`src/rtl/lbp_pkg.sv`:
```
// ----------------------------------------------------------------------------
// lbp_pkg - shared types and constants
// Field widths, register indexes, reset values and the bit layout of the
// 3x3 local binary pattern.
// ----------------------------------------------------------------------------
package lbp_pkg;

    localparam int PIX_W      = 8;
    localparam int ROW_W      = 12;
    localparam int CCOL_W     = 10;
    localparam int CFG_IDX_W  = 1;
    localparam int CFG_DATA_W = 13;
    localparam int IMG_W_W    = 11;
    localparam int IMG_H_W    = 13;

    localparam int MIN_DIM      = 3;
    localparam int MAX_HEIGHT   = 4096;
    localparam int WIDTH_RESET  = 640;
    localparam int HEIGHT_RESET = 480;

    // register indexes
    typedef enum logic [CFG_IDX_W-1:0] {
        REG_IMAGE_WIDTH  = 1'b0,
        REG_IMAGE_HEIGHT = 1'b1
    } cfg_reg_t;

    // pattern bit positions, clockwise from top-left
    localparam int BIT_TL = 7;
    localparam int BIT_T  = 6;
    localparam int BIT_TR = 5;
    localparam int BIT_R  = 4;
    localparam int BIT_BR = 3;
    localparam int BIT_B  = 2;
    localparam int BIT_BL = 1;
    localparam int BIT_L  = 0;

    typedef logic [PIX_W-1:0] pix_t;

    // position tag carried alongside a pixel through the pipe
    typedef struct packed {
        logic              emit;
        logic              last;
        logic [ROW_W-1:0]  row_m1;
        logic [CCOL_W-1:0] col_m1;
    } pos_t;

    typedef struct packed {
        logic [PIX_W-1:0]  code;
        logic [ROW_W-1:0]  row;
        logic [CCOL_W-1:0] col;
        logic              last;
    } result_t;

endpackage

```
`src/rtl/lbp_window.sv`:
```
// ----------------------------------------------------------------------------
// lbp_window - 3x3 window, comparators and result register
// Shifts in one column per word and registers the pattern for interior pixels.
// ----------------------------------------------------------------------------
module lbp_window (
    input  logic              clk,
    input  logic              rst_n,
    input  logic              advance,
    input  lbp_pkg::pix_t     top,
    input  lbp_pkg::pix_t     mid,
    input  lbp_pkg::pix_t     bot,
    input  lbp_pkg::pos_t     pos,
    input  logic              out_ready,
    output logic              out_valid,
    output lbp_pkg::result_t  result
);

    // [0..2] two columns back, [3..5] one column back; top, middle, bottom
    lbp_pkg::pix_t    win_reg [6];
    lbp_pkg::pix_t    ctr;
    lbp_pkg::pix_t    code;
    logic             out_valid_reg;
    logic             out_valid_next;
    lbp_pkg::result_t res_reg;

    assign ctr = win_reg[4];

    always_comb
    begin
        code                 = '0;
        code[lbp_pkg::BIT_TL] = (win_reg[0] >= ctr);
        code[lbp_pkg::BIT_T]  = (win_reg[3] >= ctr);
        code[lbp_pkg::BIT_TR] = (top >= ctr);
        code[lbp_pkg::BIT_R]  = (mid >= ctr);
        code[lbp_pkg::BIT_BR] = (bot >= ctr);
        code[lbp_pkg::BIT_B]  = (win_reg[5] >= ctr);
        code[lbp_pkg::BIT_BL] = (win_reg[2] >= ctr);
        code[lbp_pkg::BIT_L]  = (win_reg[1] >= ctr);
    end

    always_ff @(posedge clk or negedge rst_n)
    begin
        if (!rst_n)
        begin
            for (int i = 0; i < 6; i++)
            begin
                win_reg[i] <= '0;
            end
        end
        else if (advance)
        begin
            win_reg[0] <= win_reg[3];
            win_reg[1] <= win_reg[4];
            win_reg[2] <= win_reg[5];
            win_reg[3] <= top;
            win_reg[4] <= mid;
            win_reg[5] <= bot;
        end
    end

    always_comb
    begin
        priority if (advance && pos.emit)
            out_valid_next = 1'b1;
        else if (out_ready)
            out_valid_next = 1'b0;
        else
            out_valid_next = out_valid_reg;
    end

    always_ff @(posedge clk or negedge rst_n)
    begin
        if (!rst_n)
            out_valid_reg <= 1'b0;
        else
            out_valid_reg <= out_valid_next;
    end

    always_ff @(posedge clk)
    begin
        if (advance && pos.emit)
        begin
            res_reg.code <= code;
            res_reg.row  <= pos.row_m1;
            res_reg.col  <= pos.col_m1;
            res_reg.last <= pos.last;
        end
    end

    assign out_valid = out_valid_reg;
    assign result    = res_reg;

endmodule

```
`config.mk`:
```
export PLATFORM = sky130hd
export DESIGN_NAME = lbp_window
export DESIGN_NICKNAME = d
export VERILOG_FILES = /design/src/rtl/lbp_pkg.sv /design/src/rtl/lbp_window.sv
export SDC_FILE = /design/constraint.sdc
export NUM_CORES = 1
export LEC_CHECK = 0
export BUFFER_PORTS_ARGS = -buffer_cell sky130_fd_sc_hd__buf_2
export CAP_MARGIN = 10
export CORE_UTILIZATION = 60
export DETAILED_ROUTE_END_ITERATION = 12
export PLACE_DENSITY_LB_ADDON = 0.05
export SETUP_SLACK_MARGIN = 0.4
export SLEW_MARGIN = 20
export SYNTH_ARGS = -nofsm -noshare
export SYNTH_HDL_FRONTEND = slang
export SYNTH_SLANG_ARGS = --single-unit
```
`constraint.sdc`:
```
create_clock -name clk -period 4.5 [get_ports clk]
set_input_delay 0.45 -clock clk [delete_from_list [all_inputs] [get_ports clk]]
set_output_delay 0.45 -clock clk [all_outputs]
set_load 0.02 [all_outputs]
```
==> impl_metrics.py <==
metrics = {
    "yosys": {
        "synth_warnings": 0,
        "syn-mean-instance-area_um2": 14.1,
        "netlist_area_um2": 4250,
        "ys_seq_elements": 80,
        "syn-num-nets": 417,
        "synthCells": 301,
        "ys_types": 19,
        "ys_seq_area_share_pct": 50.8,
    },
    "placement": {
        "gp_congestion": 0.781,
        "numPortBuffers": 83,
        "post-place-cells": 476,
        "post-dp-hpwl_um": 5190,
    },
    "critical_path": {
        "cp.arrival_ns": 1.92,
        "cp-end-kind": "flip-flop",
        "cp_max_fo": 9,
        "worst-r2r-setup-slack_ns": 2.66,
        "crit_required_ns": 4.59,
        "critPathLaunchType": "flip-flop",
        "crit_family": "flip-flops",
        "slowest_stage": "dfrtp_1",
        "criticalPathCategory": "flip-flop to flip-flop",
        "timing.critical_path.buf_inv": 1,
        "cp_cell_sequence": "inv_1, ha_1, and3_1, a221oi_1, o21ai_1",
        "worst_path_largest_cell_delay_ns": 0.39,
    },
    "sta": {
        "hold_slack_ns": 0.199,
        "period_needed_ns": 1.84,
        "skew_ns": 0.0113,
        "finalHoldViolCount": 0,
        "rsz0062_at_grt": "no",
        "setup_tns_ns": 0,
        "fin_crit_sh_pct": 40.8,
        "maxSlewViolCount": 0,
        "tightest_slew_ns": 0.626,
        "setup-violations-final": 0,
        "fmax_mhz": 545,
        "relSlewSlack_pct": 58.3,
    },
    "layout": {
        "syn_to_final_growth_pct": 16.2,
        "fin_cells": 492,
        "largest_reg_flops": 40,
        "nFillCells": 509,
        "n_antenna_cell": 0,
        "fin_nets": 507,
        "drive_gt1_share_pct": 34.6,
    },
    "clock_tree": {
        "h-tree-depth": 3,
        "cts_buffer_depth": 2,
        "cts_resized": 0,
        "cts_tree": "yes",
        "cts_root_buf": "clkbuf_8",
        "postCtsSetupBuffers": 0,
        "cts.clk_slew.worst_paths_ns": 0.08,
        "holdBufCountCts": 0,
        "cts-buffers-inserted": 9,
        "clkSinkCount": 80,
        "clk_latency_ns": 0.34,
    },
    "floorplanning": {
        "placementRows": 30,
        "core_um2": 6830,
        "die_x_um": 86.2,
        "initial_core_util_pct": 62.2,
        "chipHeight_um": 86.2,
        "io_pins": 84,
        "die_area_um2": 7420,
    },
    "routing": {
        "drtAntennaViolNets": 0,
        "drc": 0,
        "wl_per_cell_um": 14.9,
        "dr.first_iter.drc_count": 70,
        "via_per_inst": 5.32,
        "wirelength_um": 7320,
        "dr.pass1.iters": 4,
        "vias": 2616,
    },
    "status": {
        "status": "finished, final reports clean",
    },
    "pwr": {
        "p_per_area_nw_per_um2": 376,
        "p_leak_nw": 2.52,
        "fin_total_pwr_w": 0.00185,
        "irDropWorstVdd_mv": 0.174,
    },
    "grt": {
        "grt_max_degree": 50,
        "grt_pass1_vias": 2526,
        "grt_antenna_before_repair": 0,
        "grt_overflow": 0,
        "grt_use_total_pct": 21.4,
        "grt_first_pass_wirelength_um": 12000,
    },
    "job": {
        "maxCapViolCount": 0,
    },
    "hold_path": {
        "min_path_type": "input port to asynchronous set/reset pin",
    },
}
==> cell usage in the layout (no fill, tap or decap), drive strengths merged, types with 8 or more instances in the layout <==
master,Yosys,final
mux2,36,36
nand2b,8,8
dfrtp,49,49
o21ai,20,20
a21o,25,25
edfxtp,31,31
and3,8,8
ha,64,64
nand2,12,12
clkbuf,1,10
nand3,8,8
a221oi,8,8
inv,16,17
a31oi,8,8
buf,6,86
==> per-stage QoR <==
step | setup WS (ns) | utilization (%) | cell area (um2)
floorplan | 2.72 | - | 4250
global placement | 2.54 | 69.0 | 4720
detailed placement | 2.52 | 69.0 | 4720
CTS | 2.65 | 72.3 | 4940
global route | 2.55 | 72.3 | 4940
finish | 2.66 | 72.3 | 4940
==> cell usage after synthesis <==
| cell | instances | area share (%) |
|---|---|---|
| buf_6 | 2 | 0.53 |
| a221oi_1 | 8 | 1.6 |
| nand3_1 | 8 | 0.94 |
| o21ai_0 | 12 | 1.4 |
| and2_1 | 1 | 0.15 |
| edfxtp_1 | 31 | 22 |
| a21o_1 | 25 | 4.4 |
| inv_1 | 16 | 1.4 |
| buf_12 | 3 | 1.4 |
| a31oi_1 | 8 | 1.2 |
| buf_2 | 1 | 0.12 |
| clkbuf_1 | 1 | 0.088 |
| nand2b_1 | 8 | 1.2 |
| ha_1 | 64 | 19 |
| mux2_4 | 36 | 13 |
| dfrtp_1 | 49 | 29 |
| nand2_1 | 12 | 1.1 |
| o21ai_1 | 8 | 0.94 |
| and3_1 | 8 | 1.2 |
==> layer usage <==
layer / track usage, % / share of wire (%)
met1: 28.9 / 49
met2: 34.6 / 46
met3: 3.37 / 3.2
met4: 9.09 / 1.8
met5: 0 / 0
==> cell families (layout without fill, tap and decap cells) <==
kind of cell / count (synthesis) / in the layout / synth area share, %
compound gates: 61 / 61 / 9.60
flops: 80 / 80 / 50.8
buf+inv: 23 / 118 / 3.56
simple gates: 37 / 37 / 4.51
fa+ha+maj: 64 / 64 / 18.8
mux: 36 / 36 / 12.7
==> power by group <==
part	total (W)	internal, W	switching (W)
clock	0.000580	0.000317	0.000263
combinational	0.000395	0.000198	0.000197
sequential	0.000879	0.000837	0.0000420
==> worst register-to-register path, stage by stage (launching register included) <==
cell	delay, ns
dfrtp_1	0.39
inv_1	0.30
ha_1	0.33
and3_1	0.22
a221oi_1	0.25
o21ai_1	0.10
==> final cells by class <==
cell class	instances	area (um2)	share of cell area, %
Clock buffer	10	128	2.58
Clock inverter	6	93.8	1.90
Inverter	16	60.1	1.22
Multi-Input combinational cell	198	1940	39.3
Sequential cell	80	2160	43.7
Tap cell	96	120	2.43
Timing Repair Buffer	86	438	8.87
==> final timing paths <==
| check | from | cells past startpoint | end |
|---|---|---|---|
| max in group asynchronous | rst_n | 2 | win_reg[29] |
| min reg2reg | out_valid | 1 | out_valid |
| max reg2reg | ctr[6] | 5 | result[30] |
| max | ctr[6] | 5 | result[30] |
| min in group clk | pos[13] | 1 | result[14] |
| min | rst_n | 2 | win_reg[42] |
Power figures use the tool's default switching activity.
