File: src/rtl/lbp_pkg.sv
// ----------------------------------------------------------------------------
// lbp_pkg - shared types and constants
// Field widths, register indexes, reset values and the bit layout of the
// 3x3 local binary pattern.
// ----------------------------------------------------------------------------
package lbp_pkg;

    localparam int PIX_W      = 8;
    localparam int ROW_W      = 12;
    localparam int CCOL_W     = 10;
    localparam int CFG_IDX_W  = 1;
    localparam int CFG_DATA_W = 13;
    localparam int IMG_W_W    = 11;
    localparam int IMG_H_W    = 13;

    localparam int MIN_DIM      = 3;
    localparam int MAX_HEIGHT   = 4096;
    localparam int WIDTH_RESET  = 640;
    localparam int HEIGHT_RESET = 480;

    // register indexes
    typedef enum logic [CFG_IDX_W-1:0] {
        REG_IMAGE_WIDTH  = 1'b0,
        REG_IMAGE_HEIGHT = 1'b1
    } cfg_reg_t;

    // pattern bit positions, clockwise from top-left
    localparam int BIT_TL = 7;
    localparam int BIT_T  = 6;
    localparam int BIT_TR = 5;
    localparam int BIT_R  = 4;
    localparam int BIT_BR = 3;
    localparam int BIT_B  = 2;
    localparam int BIT_BL = 1;
    localparam int BIT_L  = 0;

    typedef logic [PIX_W-1:0] pix_t;

    // position tag carried alongside a pixel through the pipe
    typedef struct packed {
        logic              emit;
        logic              last;
        logic [ROW_W-1:0]  row_m1;
        logic [CCOL_W-1:0] col_m1;
    } pos_t;

    typedef struct packed {
        logic [PIX_W-1:0]  code;
        logic [ROW_W-1:0]  row;
        logic [CCOL_W-1:0] col;
        logic              last;
    } result_t;

endpackage

File: src/rtl/lbp_pos_ctr.sv
// ----------------------------------------------------------------------------
// lbp_pos_ctr - frame geometry registers and raster position counters
// Holds the clamped width and height, walks row and column per pixel word.
// ----------------------------------------------------------------------------
module lbp_pos_ctr #(
    parameter int MAX_WIDTH = 1024
) (
    input  logic                      clk,
    input  logic                      rst_n,
    input  logic                      cfg_we,
    input  lbp_pkg::cfg_reg_t         cfg_idx,
    input  logic [lbp_pkg::CFG_DATA_W-1:0] cfg_data,
    input  logic                      step,
    output logic [$clog2(MAX_WIDTH)-1:0] col,
    output lbp_pkg::pos_t             pos
);

    localparam int CW = $clog2(MAX_WIDTH);
    localparam int WRST = (lbp_pkg::WIDTH_RESET < MAX_WIDTH) ?
                          lbp_pkg::WIDTH_RESET : MAX_WIDTH;

    logic [CW-1:0]             wlast_reg;
    logic [CW-1:0]             wlast_next;
    logic [lbp_pkg::ROW_W-1:0] hlast_reg;
    logic [lbp_pkg::ROW_W-1:0] hlast_next;
    logic [CW-1:0]             col_reg;
    logic [CW-1:0]             col_next;
    logic [lbp_pkg::ROW_W-1:0] row_reg;
    logic [lbp_pkg::ROW_W-1:0] row_next;
    logic [lbp_pkg::IMG_W_W-1:0] wv;
    logic [lbp_pkg::IMG_H_W-1:0] hv;
    logic                      row_end;

    assign wv = cfg_data[lbp_pkg::IMG_W_W-1:0];
    assign hv = cfg_data[lbp_pkg::IMG_H_W-1:0];

    // saturate written geometry, keep it as last index
    always_comb
    begin
        wlast_next = wlast_reg;
        hlast_next = hlast_reg;
        if (cfg_we)
        begin
            unique case (cfg_idx)
                lbp_pkg::REG_IMAGE_WIDTH:
                begin
                    if (32'(wv) < lbp_pkg::MIN_DIM)
                        wlast_next = CW'(lbp_pkg::MIN_DIM - 1);
                    else if (32'(wv) > MAX_WIDTH)
                        wlast_next = CW'(MAX_WIDTH - 1);
                    else
                        wlast_next = CW'(wv - 1'b1);
                end
                lbp_pkg::REG_IMAGE_HEIGHT:
                begin
                    if (32'(hv) < lbp_pkg::MIN_DIM)
                        hlast_next = lbp_pkg::ROW_W'(lbp_pkg::MIN_DIM - 1);
                    else if (32'(hv) > lbp_pkg::MAX_HEIGHT)
                        hlast_next = lbp_pkg::ROW_W'(lbp_pkg::MAX_HEIGHT - 1);
                    else
                        hlast_next = lbp_pkg::ROW_W'(hv - 1'b1);
                end
                default:
                begin
                    wlast_next = wlast_reg;
                end
            endcase
        end
    end

    assign row_end = (col_reg == wlast_reg);

    always_comb
    begin
        col_next = col_reg;
        row_next = row_reg;
        priority if (cfg_we)
        begin
            col_next = '0;
            row_next = '0;
        end
        else if (step)
        begin
            if (row_end)
            begin
                col_next = '0;
                row_next = (row_reg == hlast_reg) ? '0 : row_reg + 1'b1;
            end
            else
            begin
                col_next = col_reg + 1'b1;
            end
        end
    end

    always_ff @(posedge clk or negedge rst_n)
    begin
        if (!rst_n)
        begin
            wlast_reg <= CW'(WRST - 1);
            hlast_reg <= lbp_pkg::ROW_W'(lbp_pkg::HEIGHT_RESET - 1);
            col_reg   <= '0;
            row_reg   <= '0;
        end
        else
        begin
            wlast_reg <= wlast_next;
            hlast_reg <= hlast_next;
            col_reg   <= col_next;
            row_reg   <= row_next;
        end
    end

    assign col        = col_reg;
    assign pos.emit   = (row_reg >= lbp_pkg::ROW_W'(2)) && (col_reg >= CW'(2));
    assign pos.last   = row_end && (row_reg == hlast_reg);
    assign pos.row_m1 = row_reg - 1'b1;
    assign pos.col_m1 = lbp_pkg::CCOL_W'(col_reg - 1'b1);

endmodule

File: config.mk
export PLATFORM = sky130hd
export DESIGN_NAME = lbp_pos_ctr
export DESIGN_NICKNAME = d
export VERILOG_FILES = /design/src/rtl/lbp_pkg.sv /design/src/rtl/lbp_pos_ctr.sv
export SDC_FILE = /design/constraint.sdc
export NUM_CORES = 1
export LEC_CHECK = 0
export BUFFER_PORTS_ARGS = -buffer_cell sky130_fd_sc_hd__buf_2
export CAP_MARGIN = 20
export CORE_MARGIN = 2
export CORE_UTILIZATION = 51
export DETAILED_ROUTE_END_ITERATION = 6
export PLACE_DENSITY = 0.76
export SLEW_MARGIN = 30
export SYNTH_ARGS = -nofsm -noshare
export SYNTH_HDL_FRONTEND = slang
export SYNTH_SLANG_ARGS = --single-unit
File: constraint.sdc
create_clock -name clk -period 2.8 [get_ports clk]
set_input_delay 0.84 -clock clk [delete_from_list [all_inputs] [get_ports clk]]
set_output_delay 0.84 -clock clk [all_outputs]
set_load 0.01 [all_outputs]
==> results of run 1 <==
## cell usage after synthesis, types with 2 or more instances
library cell	instances	share of area (%)
o21ai_0	7	1.1
o2111ai_1	3	0.84
a21o_1	8	1.9
or4b_2	2	0.64
clkbuf_1	22	2.6
a211o_1	8	2.2
nand2_1	27	3.2
nand3_1	11	1.8
nor2_1	27	3.2
ha_1	7	2.8
a32oi_1	2	0.56
xor2_1	28	7.8
nor3_1	19	3.0
dfrtp_1	28	22
a22o_1	9	2.5
inv_1	13	1.6
nand2b_1	17	3.4
and2_1	2	0.40
and3b_1	5	1.4
nor3b_1	4	0.96
or4_1	4	0.96
nand3b_1	2	0.48
nand4_1	5	1.0
nor2b_1	2	0.40
dfstp_2	16	13
xnor2_1	23	6.4
a21oi_1	17	2.7
nor4_1	11	2.2
and3_1	8	1.6
## worst min-delay path: stages (launching register included)
cell and delay (ns):
dfstp_2 0.38, nand2_1 0.04, o21ai_0 0.07
## power by group through the flow
stage	logic (W)	clock network, W	registers (W)
finish	0.000393	0.000395	0.000743
global route	0.000429	0.000432	0.000751
CTS	0.000382	0.000401	0.000744
detailed placement	0.000355	0	0.000755
global placement	0.000347	0	0.000755
floorplan	0.000228	0	0.000745
## area by class of cell
class                   count  area (um2)
clock inverters             1        5.00
clock buffers               7        76.3
repair buffers             76         449
multi-input cells         275        1970
well taps                  75        93.8
flip-flops and latches     44        1120
inverters                  13        48.8
fillers                   516        2160
## metrics by stage
step / power [W] / worst slack [ns] / setup TNS (ns) / hold slack [ns] / instances
4_1_cts: 0.00153 / -0.181 / -0.381 / 0.492 / 491
3_3_place_gp: 0.00110 / 0.0551 / 0 / 0.478 / 481
2_1_floorplan: 0.000973 / 0.0212 / 0 / 0.441 / 357
6_report: 0.00153 / -0.195 / -0.422 / 0.490 / 491
3_5_place_dp: 0.00111 / -0.0144 / -0.0144 / 0.482 / 481
5_1_grt: 0.00161 / -0.272 / -0.750 / 0.512 / 491
## cells by family (layout without fill, tap and decap cells)
family | count (synthesis) | after routing | synth area share, %
and+or+nand+nor | 150 | 150 | 26.0
AOI/OAI and AO/OA | 66 | 66 | 16.2
xor gates and xnor gates | 51 | 51 | 14.2
DFF | 44 | 44 | 35.7
buffers and inverters | 38 | 97 | 4.82
adders and majority gates | 7 | 7 | 2.79
muxes | 1 | 1 | 0.319
## per-layer routing
layer | share of wire [%] | wire length (um) | GRT usage (%) | vias to the layer above
met4 | 3.0 | 238 | 10.8 | 0
met5 | 0 | 0 | 0 | -
li1 | - | - | - | 1381
met1 | 45 | 3560 | 31.9 | 1387
met2 | 46 | 3620 | 37.6 | 96
met3 | 5.5 | 429 | 4.35 | 21
## final timing paths
kind	slack (ns)	endpoint
max	-0.20	pos[19]
min	0.49	hlast_reg[0]$_DFFE_PN1P_
max reg2reg	0.63	row_reg[2]$_DFFE_PN0P_
min reg2reg	0.49	hlast_reg[0]$_DFFE_PN1P_
max in group asynchronous	1.73	wlast_reg[0]$_DFFE_PN1P_
min in group asynchronous	0.50	col[9]$_DFFE_PN0P_
## what timing repair did
action                                  in CTS  in global routing
gates cloned                                 0                  0
setup buffers                                3                  1
resized for setup                           14                  8
pin swaps                                    5                  5
endpoints found under the setup margin       4                  9
==> flow_summary.ini, run 1 <==
[status]
status = complete, but fails checks
violations = negative setup slack

[sta]
setup_viol = 3
clock_skew_ns = 0.0135
worst_pin_slew_ns = 0.599
slew_violations = 0
rsz0062_at_grt = yes
period_needed_ns = 3.00
hold_viol = 0
fin_ws_ns = -0.195
maxSlewHeadroom_pct = 59.9
fmax_ghz = 0.334
fin_crit_sh_pct = 107

[pwr]
switching_share_pct = 30.6
ir_worst_vdd_mv = 0.216
p_sw_w = 0.000468
seqPwrFrac_pct = 48.5
power_frac_clock_pct = 25.8
leakage_nw = 1.79
cellPowerDensity_nw_per_um2 = 407
p_int_w = 0.00106
p_comb_share_pct = 25.7

[placement]
io_buffers = 51
place_congestion = 0.891
dpl.hpwl_um = 5710
place_area_um2 = 3570

[logic_synthesis]
seq_area_frac_synth_pct = 35.7
async_flop_share_pct = 100
yosysWarnings = 0
syn-cell-area_um2 = 3140
ys.flop_type = dfrtp_1
synth-edff-count = 0
netlist_instances = 357
syn_avg_cell_area_um2 = 8.80
ys_types = 49
synth_nets = 382
ys_ff_latch = 44

[flow_run]
max_cap_violations = 0

[hold_path]
hp-class = reg2reg
worstHoldStart = hlast_reg[0]$_DFFE_PN1P_
min_path_cells = 2

[cells_and_area]
syn2layout_area_growth_pct = 19.8
final_cell_mix = buf_2 (50), xor2_1 (28), dfrtp_1 (27)
drive_gt1_share_pct = 28.8
final_common_cell = buf_2
diodes = 0
fin_util_pct = 63.6
layout.nets = 440
fin_area_um2 = 3760

[cts]
htreeDepth = 2
cts_max_path_buffers = 2
clock_latency_ns = 0.30
cts_num_sinks = 44
cts-root-buf = clkbuf_8
cts_buffers = 5
cts_tree = done
path_clk_slew_ns = 0.08
ctsHoldBuffers = 0

[detailed_routing]
routed_wl_um = 7860
drc = 0
drt.antenna.violating_nets = 0
viasPerCell = 5.88
avgRoutedWirePerCell_um = 16.0
drt_iter0_markers = 202
dr.pass1.iters = 4
vias = 2885

[critical_path]
slowest_stage = or4_4
cp.arrival_ns = 2.16
cp.depth = 8
worst-path-buf-inv = 3
startpoint = row_reg[5]$_DFFE_PN0P_
setup.worst_path.start_class = flip-flop
crit_family = simple AND/OR/NAND/NOR gates
crit_type = reg2out
r2r_cells = 5
cp.required_ns = 1.96
r2r-start = col[5]$_DFFE_PN0P_
cp-end-kind = primary output
crit_chain = or4_4 -> nor2_4 -> buf_4 -> buf_6 -> nand2_4 -> nor3_4 -> xor2_1 -> buf_2
cp_max_fo = 3
critPathMaxStageDelay_ns = 0.56

[die]
fp.coreArea_um2 = 5920
die_x_um = 82.5
dieHeight_um = 82.5
placementRows = 28
start_util_pct = 53.0
pin_count = 52
fp.dieArea_um2 = 6800

[global_route]
first_global_vias = 2684
grt_start_max_net_pins = 39
grt_pass1_wl_um = 12500
grt-ovfl-total = 0
track_usage_pct = 23.9
antenna_found_initial = 0
(Power assumes the default switching activity.)
==> inputs of run 2 (changes only) <==
==> constraint.sdc (replaced) <==
create_clock -name clk -period 2.8 [get_ports clk]
set_input_delay 0.56 -clock clk [delete_from_list [all_inputs] [get_ports clk]]
set_output_delay 0.56 -clock clk [all_outputs]
set_load 0.01 [all_outputs]
==> flow_summary.ini, run 2 (same netlist as run 1, synthesis figures left out) <==
[detailed_routing]
routed_wl_um = 7700
drt_iter0_markers = 191
avgRoutedWirePerCell_um = 15.9
dr.pass1.iters = 4
vias = 2861
drt.antenna.violating_nets = 0
drc = 0
viasPerCell = 5.92

[sta]
period_needed_ns = 2.70
fmax_ghz = 0.371
hold_viol = 0
worst_pin_slew_ns = 0.687
fin_setup_tns_ns = 0
slew_violations = 0
fin_crit_sh_pct = 96.4
fin_ws_ns = 0.102
clock_skew_ns = 0.00483
maxSlewHeadroom_pct = 54.2
setup_viol = 0

[placement]
place_congestion = 0.875
dpl.hpwl_um = 5700
io_buffers = 51
place_ws_ns = 0.274

[cells_and_area]
final_common_cell = buf_2
syn2layout_area_growth_pct = 15.3
layout.nets = 432
final_cell_mix = buf_2 (50), xor2_1 (28), dfrtp_1 (28)
drive_gt1_share_pct = 24.8
diodes = 0

[cts]
cts_num_sinks = 44
cts_max_path_buffers = 2
post_cts_buffers = 0
clock_latency_ns = 0.30
cts_tree = done
ctsHoldBuffers = 0
cts_buffers = 5
cts-root-buf = clkbuf_8
cts_resized = 0
path_clk_slew_ns = 0.09
htreeDepth = 2

[global_route]
antenna_found_initial = 0
grt-ovfl-total = 0
track_usage_pct = 24.3
grt_start_max_net_pins = 45
first_global_vias = 2645
grt_pass1_wl_um = 12700

[critical_path]
cp.required_ns = 2.24
r2r_cells = 5
r2r_slack_ns = 0.61
cp.arrival_ns = 2.14
crit_type = reg2out
cp-end-kind = primary output
cp_max_fo = 3
r2r-start = col[5]$_DFFE_PN0P_
setup.worst_path.start_class = flip-flop
regToRegEndpoint = row_reg[2]$_DFFE_PN0P_

[die]
start_util_pct = 53.0
placementRows = 28
pin_count = 52
fp.dieArea_um2 = 6800
fp.coreArea_um2 = 5920
dieHeight_um = 82.5
die_x_um = 82.5

[pwr]
ir_worst_vdd_mv = 0.236
leakage_nw = 1.73
cellPowerDensity_nw_per_um2 = 414

[status]
status = finished clean

[hold_path]
hp-class = in2async

[flow_run]
max_cap_violations = 0
[run 2: cell types whose count changed in the layout (fill, tap and decap cells not counted), sizes merged]
cell / previous run / this run
buf: 76 / 68
[run 2: worst max path at each step]
stage | start | endpoint | slack, ns | depth (start not counted)
after global routing | row_reg[5]$_DFFE_PN0P_ | pos[20] | -0.004 | 6
after CTS | row_reg[5]$_DFFE_PN0P_ | pos[20] | 0.04 | 6
after detailed placement | cfg_data[0] | wlast_reg[8]$_DFFE_PN0P_ | 0.27 | 8
after global placement | cfg_data[7] | hlast_reg[10]$_DFFE_PN0P_ | 0.36 | 7
after floorplan | row_reg[4]$_DFFE_PN0P_ | pos[20] | 0.28 | 6
final | row_reg[5]$_DFFE_PN0P_ | pos[20] | 0.10 | 6
[run 2: worst max-delay path, stage by stage, from the launching register on]
cell     delay [ns]
dfrtp_1        0.38
or4_4          0.57
nor2_4         0.12
nand2_2        0.08
or4_4          0.42
xnor2_1        0.13
buf_2          0.14
[run 2: layer usage]
| metal | track usage (%) | vias up | share of wire (%) |
|---|---|---|---|
| met3 | 4.02 | 10 | 5.2 |
| met4 | 7.67 | 0 | 1.4 |
| met5 | 0 | - | 0 |
| li1 | - | 1367 | - |
| met1 | 32.9 | 1387 | 43 |
| met2 | 39.6 | 97 | 50 |
[run 2: through the flow]
| step | cells | hold WS, ns | utilization [%] | cell area (um2) | power, W |
|---|---|---|---|---|---|
| after floorplan | 357 | 0.264 | - | 3140 | 0.000971 |
| after global placement | 475 | 0.461 | 59.4 | 3510 | 0.00109 |
| after detailed placement | 475 | 0.467 | 59.4 | 3520 | 0.00111 |
| after CTS | 483 | 0.271 | 60.8 | 3600 | 0.00151 |
| after global routing | 483 | 0.291 | 61.1 | 3620 | 0.00159 |
| final | 483 | 0.253 | 61.1 | 3620 | 0.00150 |
[run 2: layout make-up]
type                            instances  area (um2)
Tap cell                               75        93.8
Timing Repair Buffer                   68         385
Multi-Input combinational cell        275        1890
Inverter                               13        48.8
Clock inverter                          1        8.76
Sequential cell                        44        1120
Fill cell                             527        2300
Clock buffer                            7        76.3
[run 2: where the power goes]
group | switching (W) | leakage (nW) | internal, W | total [W]
combinational | 0.000194 | 1.14 | 0.000161 | 0.000355
clock | 0.000220 | 0.0424 | 0.000179 | 0.000398
sequential | 0.0000405 | 0.543 | 0.000706 | 0.000747
total | 0.000454 | 1.73 | 0.00105 | 0.00150
==> inputs of run 3 (changes only) <==
- BUFFER_PORTS_ARGS: -buffer_cell sky130_fd_sc_hd__buf_2 -> default
- CORE_UTILIZATION: 51 -> 58
- DONT_BUFFER_PORTS: default -> 1
==> flow_summary.ini, run 3 (same netlist as run 1, synthesis figures left out) <==
[global_route]
grt_pass1_wl_um = 12500
antenna_found_initial = 0
first_global_vias = 2527
grt_start_max_net_pins = 42
track_usage_pct = 26.0
grt-ovfl-total = 0

[critical_path]
crit_chain = or4_1 -> nor2_1 -> nand2_1 -> or4_1 -> xnor2_2
slowest_stage = or4_1
cp-end-kind = primary output
cp.required_ns = 2.24
critPathMaxStageDelay_ns = 0.55
startpoint = row_reg[5]$_DFFE_PN0P_
r2r-start = col[2]$_DFFE_PN0P_
r2r_cells = 5
setup.worst_path.start_class = flip-flop
cp_common_cell = or4_1
r2r_slack_ns = 0.48
cp.arrival_ns = 2.14
crit_path_end = pos[20]
crit_family = simple AND/OR/NAND/NOR gates
worst-path-buf-inv = 0
cp_max_fo = 3
cp.depth = 5
regToRegEndpoint = row_reg[2]$_DFFE_PN0P_
crit_type = reg2out

[sta]
worst_pin_slew_ns = 0.647
setup_viol = 0
period_needed_ns = 2.70
clock_skew_ns = 0.0138
rsz0062_at_grt = no
fmax_ghz = 0.370
fin_setup_tns_ns = 0
fin_crit_sh_pct = 96.4
hold_viol = 0
maxSlewHeadroom_pct = 56.7
slew_violations = 0

[cts]
path_clk_slew_ns = 0.09
cts_num_sinks = 44
cts_buffers = 5
clock_latency_ns = 0.30
cts-root-buf = clkbuf_8
cts_max_path_buffers = 2
htreeDepth = 2
cts_tree = done

[pwr]
p_int_w = 0.00101
switching_share_pct = 29.4
ir_worst_vdd_mv = 0.286
cellPowerDensity_nw_per_um2 = 426
power_w = 0.00142
p_sw_w = 0.000419
p_comb_share_pct = 19.4
power_frac_clock_pct = 28.0
leakage_nw = 1.52
seqPwrFrac_pct = 52.6

[die]
placementRows = 26
fp.coreArea_um2 = 5170
pin_count = 52
fp.dieArea_um2 = 6020
start_util_pct = 60.7
dieHeight_um = 77.6
die_x_um = 77.6

[cells_and_area]
layoutNonFillerInstCount = 425
syn2layout_area_growth_pct = 6.45
final_cell_mix = xor2_1 (28), dfrtp_1 (28), nand2_1 (27), nor2_1 (27), xnor2_1 (22)
fin_area_um2 = 3340
diodes = 0
nFillCells = 449
seq_area_um2 = 1120
multi_input_area_um2 = 1880
layout.nets = 379
drive_gt1_share_pct = 12.7

[hold_path]
hp-class = in2async

[detailed_routing]
drt.antenna.violating_nets = 0
drc = 0
vias = 2698
routed_wl_um = 7500
dr.pass1.iters = 5
avgRoutedWirePerCell_um = 17.7
viasPerCell = 6.35
drt_iter0_markers = 242

[placement]
place_area_um2 = 3230
dp_cells = 416
place_congestion = 0.874
dpl.hpwl_um = 5460
io_buffers = 0

[status]
status = finished clean

[flow_run]
max_cap_violations = 0
## run 3: changes by cell type in the layout (fill, tap and decap cells not counted), moves of 2 or more
| cell | before | now |
|---|---|---|
| buf_2 | 50 | 0 |
| or4_4 | 3 | 1 |
| or4_1 | 2 | 4 |
| buf_4 | 18 | 14 |
## run 3: worst min-delay path by stage
| stage | from | end | slack [ns] |
|---|---|---|---|
| floorplan | rst_n | col[0]$_DFFE_PN0P_ | 0.26 |
| global placement | rst_n | col[7]$_DFFE_PN0P_ | 0.27 |
| detailed placement | rst_n | col[6]$_DFFE_PN0P_ | 0.27 |
| CTS | rst_n | col[7]$_DFFE_PN0P_ | 0.08 |
| global route | rst_n | col[7]$_DFFE_PN0P_ | 0.08 |
| finish | rst_n | col[7]$_DFFE_PN0P_ | 0.06 |
## run 3: power groups by stage
stage	clock (W)	sequential (W)	combinational, W
detailed placement	0	0.000762	0.000262
finish	0.000399	0.000749	0.000277
global route	0.000423	0.000756	0.000306
floorplan	0	0.000745	0.000226
global placement	0	0.000758	0.000253
CTS	0.000397	0.000749	0.000276
## run 3: cell type report
type	instances	area share, %
timing repair buffer	15	3.74
multi-input combinational	275	56.1
tap	70	2.62
sequential	44	33.5
inverter	13	1.46
clock buffer	7	2.28
clock inverter	1	0.262
## run 3: worst register-to-register path, cell delays in order (launching register included)
cell and delay, ns:
dfrtp_1 0.55, xor2_1 0.24, a221oi_1 0.30, and3_1 0.38, and2_1 0.43, o311ai_0 0.24
## run 3: layer usage
metal | vias to the layer above | global-route usage [%] | wire length [um]
met5 | - | 0 | 0
met4 | 0 | 7.32 | 138
met3 | 13 | 4.07 | 450
met2 | 99 | 41.2 | 3480
met1 | 1321 | 36.9 | 3440
li1 | 1265 | - | -
## run 3: what timing repair did
action	in CTS	in global routing
setup endpoints to repair	0	1
hold endpoints to repair	28	0
hold buffers	1	0
buffers inserted	0	0
resized for setup	0	1
## run 3: metrics by stage
step                hold WS [ns]  utilization (%)  setup WS (ns)
floorplan                  0.264                -          0.276
global placement           0.265             62.5          0.358
detailed placement         0.265             62.5          0.305
CTS                       0.0810             64.5         0.0822
global route              0.0760             64.6        0.00631
finish                    0.0647             64.6         0.0995
